--- src/sv/bfpa_pkg.sv ---
// ----------------------------------------------------------------------------
// bfpa_pkg
// Shared constants and controller/datapath interface types for the best-fit
// partition allocator.
// ----------------------------------------------------------------------------
package bfpa_pkg;

    // Default storage geometry.
    localparam int MAX_PARTITIONS_DEF = 16;
    localparam int SIZE_BITS_DEF      = 16;

    // Fixed field widths of the request and result items.
    localparam int MODE_W   = 1;
    localparam int TARGET_W = 4;
    localparam int AMOUNT_W = 16;
    localparam int NUMP_W   = 5;
    localparam int PART_W   = 4;
    localparam int LEFT_W   = 16;

    // Stream data widths, rounded up to whole bytes.
    localparam int S_TDATA_W = ((TARGET_W + AMOUNT_W + 7) / 8) * 8;
    localparam int M_TDATA_W = ((PART_W + LEFT_W + 7) / 8) * 8;

    // Partition count after reset.
    localparam logic [NUMP_W-1:0] NUMP_RESET = NUMP_W'(16);

    // Request kinds carried in the slave-side tuser.
    localparam logic [MODE_W-1:0] MODE_LOAD  = 1'b0;
    localparam logic [MODE_W-1:0] MODE_ALLOC = 1'b1;

    // Commands from the controller to the datapath.
    typedef struct packed {
        logic load;        // write a capacity from the incoming request
        logic start;       // latch an allocation request, clear the search
        logic issue;       // read the next partition and advance the index
        logic write_resp;  // update the chosen partition and load the result
    } t_bfpa_cmd;

    // Status from the datapath to the controller.
    typedef struct packed {
        logic last_issue;  // the index being read is the last one searched
        logic count_zero;  // no partition is searched
        logic out_free;    // the result register can take a new result
    } t_bfpa_stat;

endpackage

--- src/sv/best_fit_partition_allocator_core.sv ---
// ----------------------------------------------------------------------------
// best_fit_partition_allocator_core
// Best-fit allocator over a table of fixed memory partitions.
// ----------------------------------------------------------------------------
// Requests arrive on the s_axis channel. s_axis_tuser selects the kind: a
// load request writes one partition capacity and gives no result, an
// allocation request searches the partitions for the smallest capacity that
// still holds the requested amount, lowest index on ties, and subtracts it.
// Each allocation gives one result on the m_axis channel: a flag in tuser,
// the chosen partition and the capacity left in tdata (both zero when no
// partition fits). The user must write the partition count through i_cfg_we
// and i_cfg_wdata only while the block is idle; the block does not enforce it.
// Loads may follow back to back. For an allocation request the scan reads
// one capacity per cycle from the single read port of the capacity memory,
// for each partition searched, followed by a drain step for the last
// compare and a write-back step that loads the result. With no partition
// searched the scan and the drain step are skipped.
// The next request is accepted in the cycle after the result is loaded, even
// if that result still waits in the output register. A stalled receiver holds
// the result there; a further allocation then waits in its last step.
// Reset clears all valid bits, so every capacity reads as zero, and sets the
// count to 16; there is no clearing pass, so the block takes requests right
// after reset.
// ----------------------------------------------------------------------------
module best_fit_partition_allocator_core #(
    parameter int MAX_PARTITIONS = bfpa_pkg::MAX_PARTITIONS_DEF,
    parameter int SIZE_BITS      = bfpa_pkg::SIZE_BITS_DEF
) (
    input  logic                                  i_clk,
    input  logic                                  i_rst_n,
    // Configuration: partition count.
    input  logic                                  i_cfg_we,
    input  logic [bfpa_pkg::NUMP_W-1:0]           i_cfg_wdata,
    // Request channel.
    input  logic                                  s_axis_tvalid,
    output logic                                  s_axis_tready,
    // tdata: target_partition [3:0], amount [19:4], zero fill [23:20].
    input  logic [bfpa_pkg::S_TDATA_W-1:0]        s_axis_tdata,
    // tuser: mode [0].
    input  logic [bfpa_pkg::MODE_W-1:0]           s_axis_tuser,
    // Result channel.
    output logic                                  m_axis_tvalid,
    input  logic                                  m_axis_tready,
    // tdata: chosen_partition [3:0], left_over [19:4], zero fill [23:20].
    output logic [bfpa_pkg::M_TDATA_W-1:0]        m_axis_tdata,
    // tuser: allocated [0].
    output logic [0:0]                            m_axis_tuser
);
    import bfpa_pkg::*;

    t_bfpa_cmd          cmd;
    t_bfpa_stat         stat;
    logic [TARGET_W-1:0] req_target;
    logic [AMOUNT_W-1:0] req_amount;
    logic                out_alloc;
    logic [PART_W-1:0]   out_part;
    logic [LEFT_W-1:0]   out_left;

    // Unpack the request payload, target in the low bits.
    assign req_target = s_axis_tdata[TARGET_W-1:0];
    assign req_amount = s_axis_tdata[TARGET_W +: AMOUNT_W];

    bfpa_ctrl u_ctrl (
        .i_clk       (i_clk),
        .i_rst_n     (i_rst_n),
        .i_req_valid (s_axis_tvalid),
        .i_req_mode  (s_axis_tuser),
        .o_req_ready (s_axis_tready),
        .i_stat      (stat),
        .o_cmd       (cmd)
    );

    bfpa_dp #(
        .MAX_PARTITIONS (MAX_PARTITIONS),
        .SIZE_BITS      (SIZE_BITS)
    ) u_dp (
        .i_clk       (i_clk),
        .i_rst_n     (i_rst_n),
        .i_cfg_we    (i_cfg_we),
        .i_cfg_wdata (i_cfg_wdata),
        .i_target    (req_target),
        .i_amount    (req_amount),
        .i_cmd       (cmd),
        .o_stat      (stat),
        .o_out_valid (m_axis_tvalid),
        .i_out_ready (m_axis_tready),
        .o_out_alloc (out_alloc),
        .o_out_part  (out_part),
        .o_out_left  (out_left)
    );

    // Pack the result: partition in the low bits, then the capacity left.
    assign m_axis_tdata = {{(M_TDATA_W - PART_W - LEFT_W){1'b0}}, out_left, out_part};
    assign m_axis_tuser = out_alloc;

endmodule

--- src/sv/bfpa_ctrl.sv ---
// ----------------------------------------------------------------------------
// bfpa_ctrl
// Sequencer for the allocator: takes requests, steps the partition scan and
// hands the finished result to the output register.
// ----------------------------------------------------------------------------
module bfpa_ctrl (
    input  logic                                 i_clk,
    input  logic                                 i_rst_n,
    input  logic                                 i_req_valid,
    input  logic [bfpa_pkg::MODE_W-1:0]          i_req_mode,
    output logic                                 o_req_ready,
    input  bfpa_pkg::t_bfpa_stat                 i_stat,
    output bfpa_pkg::t_bfpa_cmd                  o_cmd
);
    import bfpa_pkg::*;

    typedef enum logic [3:0] {
        ST_IDLE  = 4'b0001,
        ST_SCAN  = 4'b0010,
        ST_DRAIN = 4'b0100,
        ST_RESP  = 4'b1000
    } t_state;

    t_state r_state;
    t_state n_state;
    logic   accept;

    assign o_req_ready = (r_state == ST_IDLE);
    assign accept      = i_req_valid && o_req_ready;

    always_comb begin
        n_state = r_state;
        o_cmd   = '0;
        unique case (r_state)
            ST_IDLE: begin
                if (accept) begin
                    if (i_req_mode == MODE_LOAD) begin
                        o_cmd.load = 1'b1;
                    end else begin
                        o_cmd.start = 1'b1;
                        n_state     = i_stat.count_zero ? ST_RESP : ST_SCAN;
                    end
                end
            end
            ST_SCAN: begin
                o_cmd.issue = 1'b1;
                if (i_stat.last_issue) begin
                    n_state = ST_DRAIN;
                end
            end
            ST_DRAIN: begin
                // The last partition read is compared in this cycle.
                n_state = ST_RESP;
            end
            ST_RESP: begin
                if (i_stat.out_free) begin
                    o_cmd.write_resp = 1'b1;
                    n_state          = ST_IDLE;
                end
            end
            default: begin
                n_state = ST_IDLE;
            end
        endcase
    end

    always_ff @(posedge i_clk) begin
        if (!i_rst_n) begin
            r_state <= ST_IDLE;
        end else begin
            r_state <= n_state;
        end
    end

endmodule

--- src/sv/bfpa_dp.sv ---
// ----------------------------------------------------------------------------
// bfpa_dp
// Datapath of the allocator: capacity memory with per-entry valid bits,
// partition count register, best-fit compare stage and result register.
// ----------------------------------------------------------------------------
module bfpa_dp #(
    parameter int MAX_PARTITIONS = bfpa_pkg::MAX_PARTITIONS_DEF,
    parameter int SIZE_BITS      = bfpa_pkg::SIZE_BITS_DEF
) (
    input  logic                                 i_clk,
    input  logic                                 i_rst_n,
    input  logic                                 i_cfg_we,
    input  logic [bfpa_pkg::NUMP_W-1:0]          i_cfg_wdata,
    input  logic [bfpa_pkg::TARGET_W-1:0]        i_target,
    input  logic [bfpa_pkg::AMOUNT_W-1:0]        i_amount,
    input  bfpa_pkg::t_bfpa_cmd                  i_cmd,
    output bfpa_pkg::t_bfpa_stat                 o_stat,
    output logic                                 o_out_valid,
    input  logic                                 i_out_ready,
    output logic                                 o_out_alloc,
    output logic [bfpa_pkg::PART_W-1:0]          o_out_part,
    output logic [bfpa_pkg::LEFT_W-1:0]          o_out_left
);
    import bfpa_pkg::*;

    localparam int IDX_W = (MAX_PARTITIONS > 1) ? $clog2(MAX_PARTITIONS) : 1;
    localparam int CW    = (NUMP_W > IDX_W + 1) ? NUMP_W : IDX_W + 1;
    localparam int AW    = (AMOUNT_W > SIZE_BITS) ? AMOUNT_W : SIZE_BITS;

    // Capacity store; an entry never loaded since reset reads as zero.
    logic [SIZE_BITS-1:0] mem [MAX_PARTITIONS];
    logic [MAX_PARTITIONS-1:0] r_vld;

    logic [NUMP_W-1:0]    r_num_part;
    logic [AMOUNT_W-1:0]  r_amount;
    logic [IDX_W-1:0]     r_rd_idx;
    logic [SIZE_BITS-1:0] r_rd_data;
    logic                 r_rd_vld;
    logic [IDX_W-1:0]     r_cmp_idx;
    logic                 r_cmp_en;
    logic                 r_found;
    logic [IDX_W-1:0]     r_best_idx;
    logic [SIZE_BITS-1:0] r_best_cap;
    logic                 r_out_valid;
    logic                 r_out_alloc;
    logic [PART_W-1:0]    r_out_part;
    logic [LEFT_W-1:0]    r_out_left;

    logic [CW-1:0]        eff_count;
    logic [SIZE_BITS-1:0] cap;
    logic                 fits;
    logic                 better;
    logic                 load_ok;
    logic [IDX_W-1:0]     wr_addr;
    logic [SIZE_BITS-1:0] wr_data;
    logic                 wr_en;
    logic [SIZE_BITS-1:0] new_cap;

    // The search covers the smaller of the programmed count and the store depth.
    always_comb begin
        if (CW'(r_num_part) > CW'(MAX_PARTITIONS)) begin
            eff_count = CW'(MAX_PARTITIONS);
        end else begin
            eff_count = CW'(r_num_part);
        end
    end

    assign o_stat.count_zero = (eff_count == '0);
    assign o_stat.last_issue = ((CW'(r_rd_idx) + CW'(1)) == eff_count);
    assign o_stat.out_free   = !r_out_valid || i_out_ready;

    assign cap     = r_rd_vld ? r_rd_data : '0;
    assign fits    = (AW'(r_amount) <= AW'(cap));
    assign better  = !r_found || (cap < r_best_cap);
    assign new_cap = r_best_cap - SIZE_BITS'(r_amount);
    assign load_ok = (32'(i_target) < 32'(MAX_PARTITIONS));

    always_comb begin
        if (i_cmd.load) begin
            wr_en   = load_ok;
            wr_addr = IDX_W'(i_target);
            wr_data = SIZE_BITS'(i_amount);
        end else begin
            wr_en   = i_cmd.write_resp && r_found;
            wr_addr = r_best_idx;
            wr_data = new_cap;
        end
    end

    // Memory write and registered read.
    always_ff @(posedge i_clk) begin
        if (wr_en) begin
            mem[wr_addr] <= wr_data;
        end
        r_rd_data <= mem[r_rd_idx];
    end

    always_ff @(posedge i_clk) begin
        if (!i_rst_n) begin
            r_vld       <= '0;
            r_num_part  <= NUMP_RESET;
            r_cmp_en    <= 1'b0;
            r_found     <= 1'b0;
            r_out_valid <= 1'b0;
            r_rd_idx    <= '0;
        end else begin
            if (wr_en) begin
                r_vld[wr_addr] <= 1'b1;
            end
            if (i_cfg_we) begin
                r_num_part <= i_cfg_wdata;
            end
            r_cmp_en <= i_cmd.issue;
            if (i_cmd.start) begin
                r_rd_idx <= '0;
                r_found  <= 1'b0;
            end else begin
                if (i_cmd.issue) begin
                    r_rd_idx <= r_rd_idx + IDX_W'(1);
                end
                if (r_cmp_en && fits && better) begin
                    r_found <= 1'b1;
                end
            end
            if (i_cmd.write_resp) begin
                r_out_valid <= 1'b1;
            end else if (i_out_ready) begin
                r_out_valid <= 1'b0;
            end
        end
    end

    // Payload registers.
    always_ff @(posedge i_clk) begin
        r_rd_vld  <= r_vld[r_rd_idx];
        r_cmp_idx <= r_rd_idx;
        if (i_cmd.start) begin
            r_amount <= i_amount;
        end
        if (r_cmp_en && fits && better) begin
            r_best_idx <= r_cmp_idx;
            r_best_cap <= cap;
        end
        if (i_cmd.write_resp) begin
            r_out_alloc <= r_found;
            r_out_part  <= r_found ? PART_W'(r_best_idx) : '0;
            r_out_left  <= r_found ? LEFT_W'(new_cap) : '0;
        end
    end

    assign o_out_valid = r_out_valid;
    assign o_out_alloc = r_out_alloc;
    assign o_out_part  = r_out_part;
    assign o_out_left  = r_out_left;

endmodule
--- config.mk ---
export PLATFORM = sky130hd
export DESIGN_NAME = best_fit_partition_allocator_core
export DESIGN_NICKNAME = d
export VERILOG_FILES = /design/src/sv/bfpa_pkg.sv /design/src/sv/best_fit_partition_allocator_core.sv /design/src/sv/bfpa_ctrl.sv /design/src/sv/bfpa_dp.sv
export SDC_FILE = /design/constraint.sdc
export NUM_CORES = 1
export LEC_CHECK = 0
export ABC_AREA = 1
export BUFFER_PORTS_ARGS = -buffer_cell sky130_fd_sc_hd__buf_2
export CAP_MARGIN = 20
export CORE_MARGIN = 3
export CORE_UTILIZATION = 40
export CTS_BUF_LIST = sky130_fd_sc_hd__clkbuf_2
export DETAILED_ROUTE_END_ITERATION = 10
export HOLD_SLACK_MARGIN = 0.1
export PLACE_DENSITY = 0.62
export SETUP_SLACK_MARGIN = 0.02
export SLEW_MARGIN = 5
export SYNTH_ARGS = -nofsm -noshare
export SYNTH_HDL_FRONTEND = slang
export SYNTH_HIERARCHICAL = 1
export SYNTH_SLANG_ARGS = --single-unit
--- constraint.sdc ---
create_clock -name i_clk -period 4.05 [get_ports i_clk]
set_input_delay 0.81 -clock i_clk [delete_from_list [all_inputs] [get_ports i_clk]]
set_output_delay 0.81 -clock i_clk [all_outputs]
set_load 0.01 [all_outputs]
==> results.yml <==
setup_path:
  endpoint_kind: "flip-flop"
  crit_arrival_ns: 3.77
  path_max_fanout: 17
  required_ns: 4.58
  crit_path_cell_trace: "nand2_1 > inv_1 > ha_1 > a21oi_1 > nor2_1 > a211oi_1 > nand2_1 > nand2_1 > a21oi_1 > nor2_1 > buf_4"
  cp.buffers_inverters: 2
  cpMaxStageDelayCell: "dfxtp_1"
  start_kind: "flip-flop"
  path_class: "reg2reg"
  cp.depth: 11
  ff2ff_path_depth: 11
  slowest_delay_ns: 0.75
  crit_family: "simple AND/OR/NAND/NOR gates"
  critPathMostFrequentCell: "nand2_1"
hold_path:
  hp-class: "in2reg"
  min_path_cells: 3
synthesis:
  synth-seq-area-share_pct: 66.77
  synth_cells: 1387
  avgSynthCellArea_um2: 11.30
  ys_top_cells_by_area: "edfxtp_1, dfxtp_1, o21ai_0"
  synth.most_common_cell: "edfxtp_1"
  synth_flop_cell: "edfxtp_1"
  synth_commonest_cells: "edfxtp_1, nor2_1, nand2_1"
  synth_cell_types: 46
  yosysTopAreaCellShare_pct: 60.00
  ys_warn_count: 6
  netlist_area_um2: 15670
  synth_edf_count: 313
  yosys_register_bits: 366
  async_flop_share_pct: 0
  yosys.area.top_type: "edfxtp_1"
floorplan:
  floorplan.rows: 71
  die_y_um: 203.9
  die_area_um2: 41580
  ios: 62
  initial_core_util_pct: 41.11
  die-width_um: 203.9
  core_area_um2: 38110
detailed_routing:
  final_antenna_net_count: 0
  wl_per_cell_um: 17.79
  drc: 0
  drt_iter0_markers: 803
  drt_wl_total_um: 37410
  first_pass_iters: 5
  avgViaCountPerCell: 5.153
  num_vias: 10836
clocking:
  cts.sink_count: 366
  cts-buffers-inserted: 89
  clockBufferDepth: 3
  post-cts-setup-buffer-count: 0
  cts_max_level: 3
  clock-root-buffer: "clkbuf_2"
  clk_latency_ns: 0.94
  path_clk_slew_ns: 0.11
  cts_tree: "built"
cells_and_area:
  multi_input_area_um2: 4456
  utilization_pct: 46.18
  final_nets: 1603
  syn_to_final_growth_pct: 12.34
  fillers: 3505
  drive_gt1_share_pct: 17.85
  seqCellArea_um2: 10470
  final_cells: 2103
placement:
  dp_hpwl_um: 22580
  place.gp.congestion: 0.8512
  post-place-cells: 1923
  portBuffers: 53
pwr:
  p_leak_nw: 6.843
  peakVddDrop_v: 0.0001608
  powerDensity_nw_per_um2: 441.6
  power.total_mw: 7.773
job:
  maxCapViolCount: 0
sta:
  hold_violations: 0
  worstMarginPinSlew_ns: 0.8531
  tns_ns: 0
  relSlewSlack_pct: 43.13
  setup_viol: 0
  min_period_over_period_pct: 79.93
  fmax_mhz: 308.9
  slew_violations: 0
  rsz0062_at_grt: "false"
  period_needed_ns: 3.237
  skew_ns: 0.1185
run_status:
  run_status: "finished, final reports clean"
global_routing:
  grt_overflow: 0
  grt_max_degree: 73
  antenna_found_initial: 1
  grt_pass1_wl_um: 57500
  grt_pass1_vias: 10473
  track_usage_pct: 17.97
-- worst paths after layout --
kind	start	to	slack (ns)
worst max-delay path	u_dp/r_rd_vld	u_dp/r_best_cap[13]	0.81
worst min-delay path	i_rst_n	u_ctrl/r_state[3]	0.22
worst max register to register	u_dp/r_rd_vld	u_dp/r_best_cap[13]	0.81
worst min register to register	u_dp/r_cmp_idx[3]	u_dp/r_best_idx[3]	0.42
-- worst reg2reg max path, delay by kind of cell (launching register included) --
family / cells / cell delay, ns
AOI/OAI and AO/OA: 3 / 0.48
DFF: 1 / 0.75
buffers and inverters: 2 / 0.48
adders and majority gates: 1 / 0.25
and+or+nand+nor: 5 / 0.91
-- state kept, by name (all words and copies together) (netlist names), 5 cells and up --
signal and cells:
u_dp/mem 256, u_dp/o_out_left 16, u_dp/r_amount 16, u_dp/r_best_cap 16, u_dp/r_num_part 5, u_dp/r_rd_data 16
u_dp/r_vld 16
-- area by class of cell --
class	count	share of cell area (%)
clock buffers	138	3.924
inverters	126	2.709
clock inverters	22	0.7180
well taps	511	3.633
repair buffers	106	4.223
multi-input cells	833	25.32
flip-flops and latches	366	59.46
diodes	1	0.01422
-- cells in the final DEF (no fill, tap or decap), types with 2 or more instances in the layout --
| cell type | n |
|---|---|
| edfxtp_1 | 313 |
| a211oi_1 | 2 |
| o21ai_2 | 5 |
| nor4_1 | 2 |
| conb_1 | 4 |
| nor2_1 | 200 |
| clkinv_1 | 17 |
| xor2_1 | 9 |
| buf_6 | 2 |
| nand3b_1 | 4 |
| dlygate4sd3_1 | 19 |
| o21bai_1 | 5 |
| a21oi_1 | 42 |
| ha_1 | 45 |
| buf_12 | 2 |
| nor3_1 | 7 |
| inv_1 | 109 |
| o22ai_1 | 34 |
| nor2_2 | 15 |
| or2_1 | 3 |
| o21ai_0 | 154 |
| nand3_2 | 2 |
| inv_6 | 2 |
| dfxtp_1 | 51 |
| nand4_1 | 6 |
| inv_2 | 15 |
| clkinvlp_4 | 2 |
| o221ai_1 | 30 |
| xnor2_1 | 5 |
| nand2_1 | 169 |
| clkbuf_2 | 138 |
| buf_4 | 30 |
| a21o_1 | 2 |
| o211ai_1 | 5 |
| buf_2 | 53 |
| nand3_1 | 54 |
| o21ai_1 | 10 |
| nor2_4 | 9 |
-- cells by family (layout without fill, tap and decap cells) --
family / after synthesis / in the layout / share of synthesized area (%)
fa+ha+maj: 46 / 46 / 3.722
other cells: 1 / 5 / 0.02394
xor+xnor: 14 / 14 / 0.7827
simple gates: 476 / 476 / 13.00
compound gates: 292 / 292 / 10.71
flops: 366 / 366 / 66.77
buf+inv: 191 / 392 / 4.928
mux: 1 / 1 / 0.06390
-- metrics by stage --
stage	area (um2)	hold slack, ns	setup WS, ns
floorplan	15680	0.3258	0.2783
global placement	16570	0.3879	0.9822
detailed placement	16590	0.3928	0.8749
CTS	17600	0.1132	0.8232
global route	17600	0.1453	0.5653
finish	17600	0.2204	0.8129
-- routing by layer --
metal	track usage, %	share of wire, %
met3	3.440	7.7
met4	7.006	2.5
met1	25.50	46
met5	0	0
met2	27.48	44
-- power by group --
| part | leakage, nW | switching [mW] | internal [mW] |
|---|---|---|---|
| sequential | 3.28 | 0.0578 | 4.37 |
| clock | 0.626 | 1.45 | 0.969 |
| combinational | 2.94 | 0.662 | 0.266 |
| total | 6.84 | 2.17 | 5.60 |
-- what timing repair did --
action | 4_1_cts | 5_1_grt
hold buffers | 19 | 0
resized for setup | 0 | 0
hold endpoints to repair | 19 | 0
(Power assumes the default switching activity.)
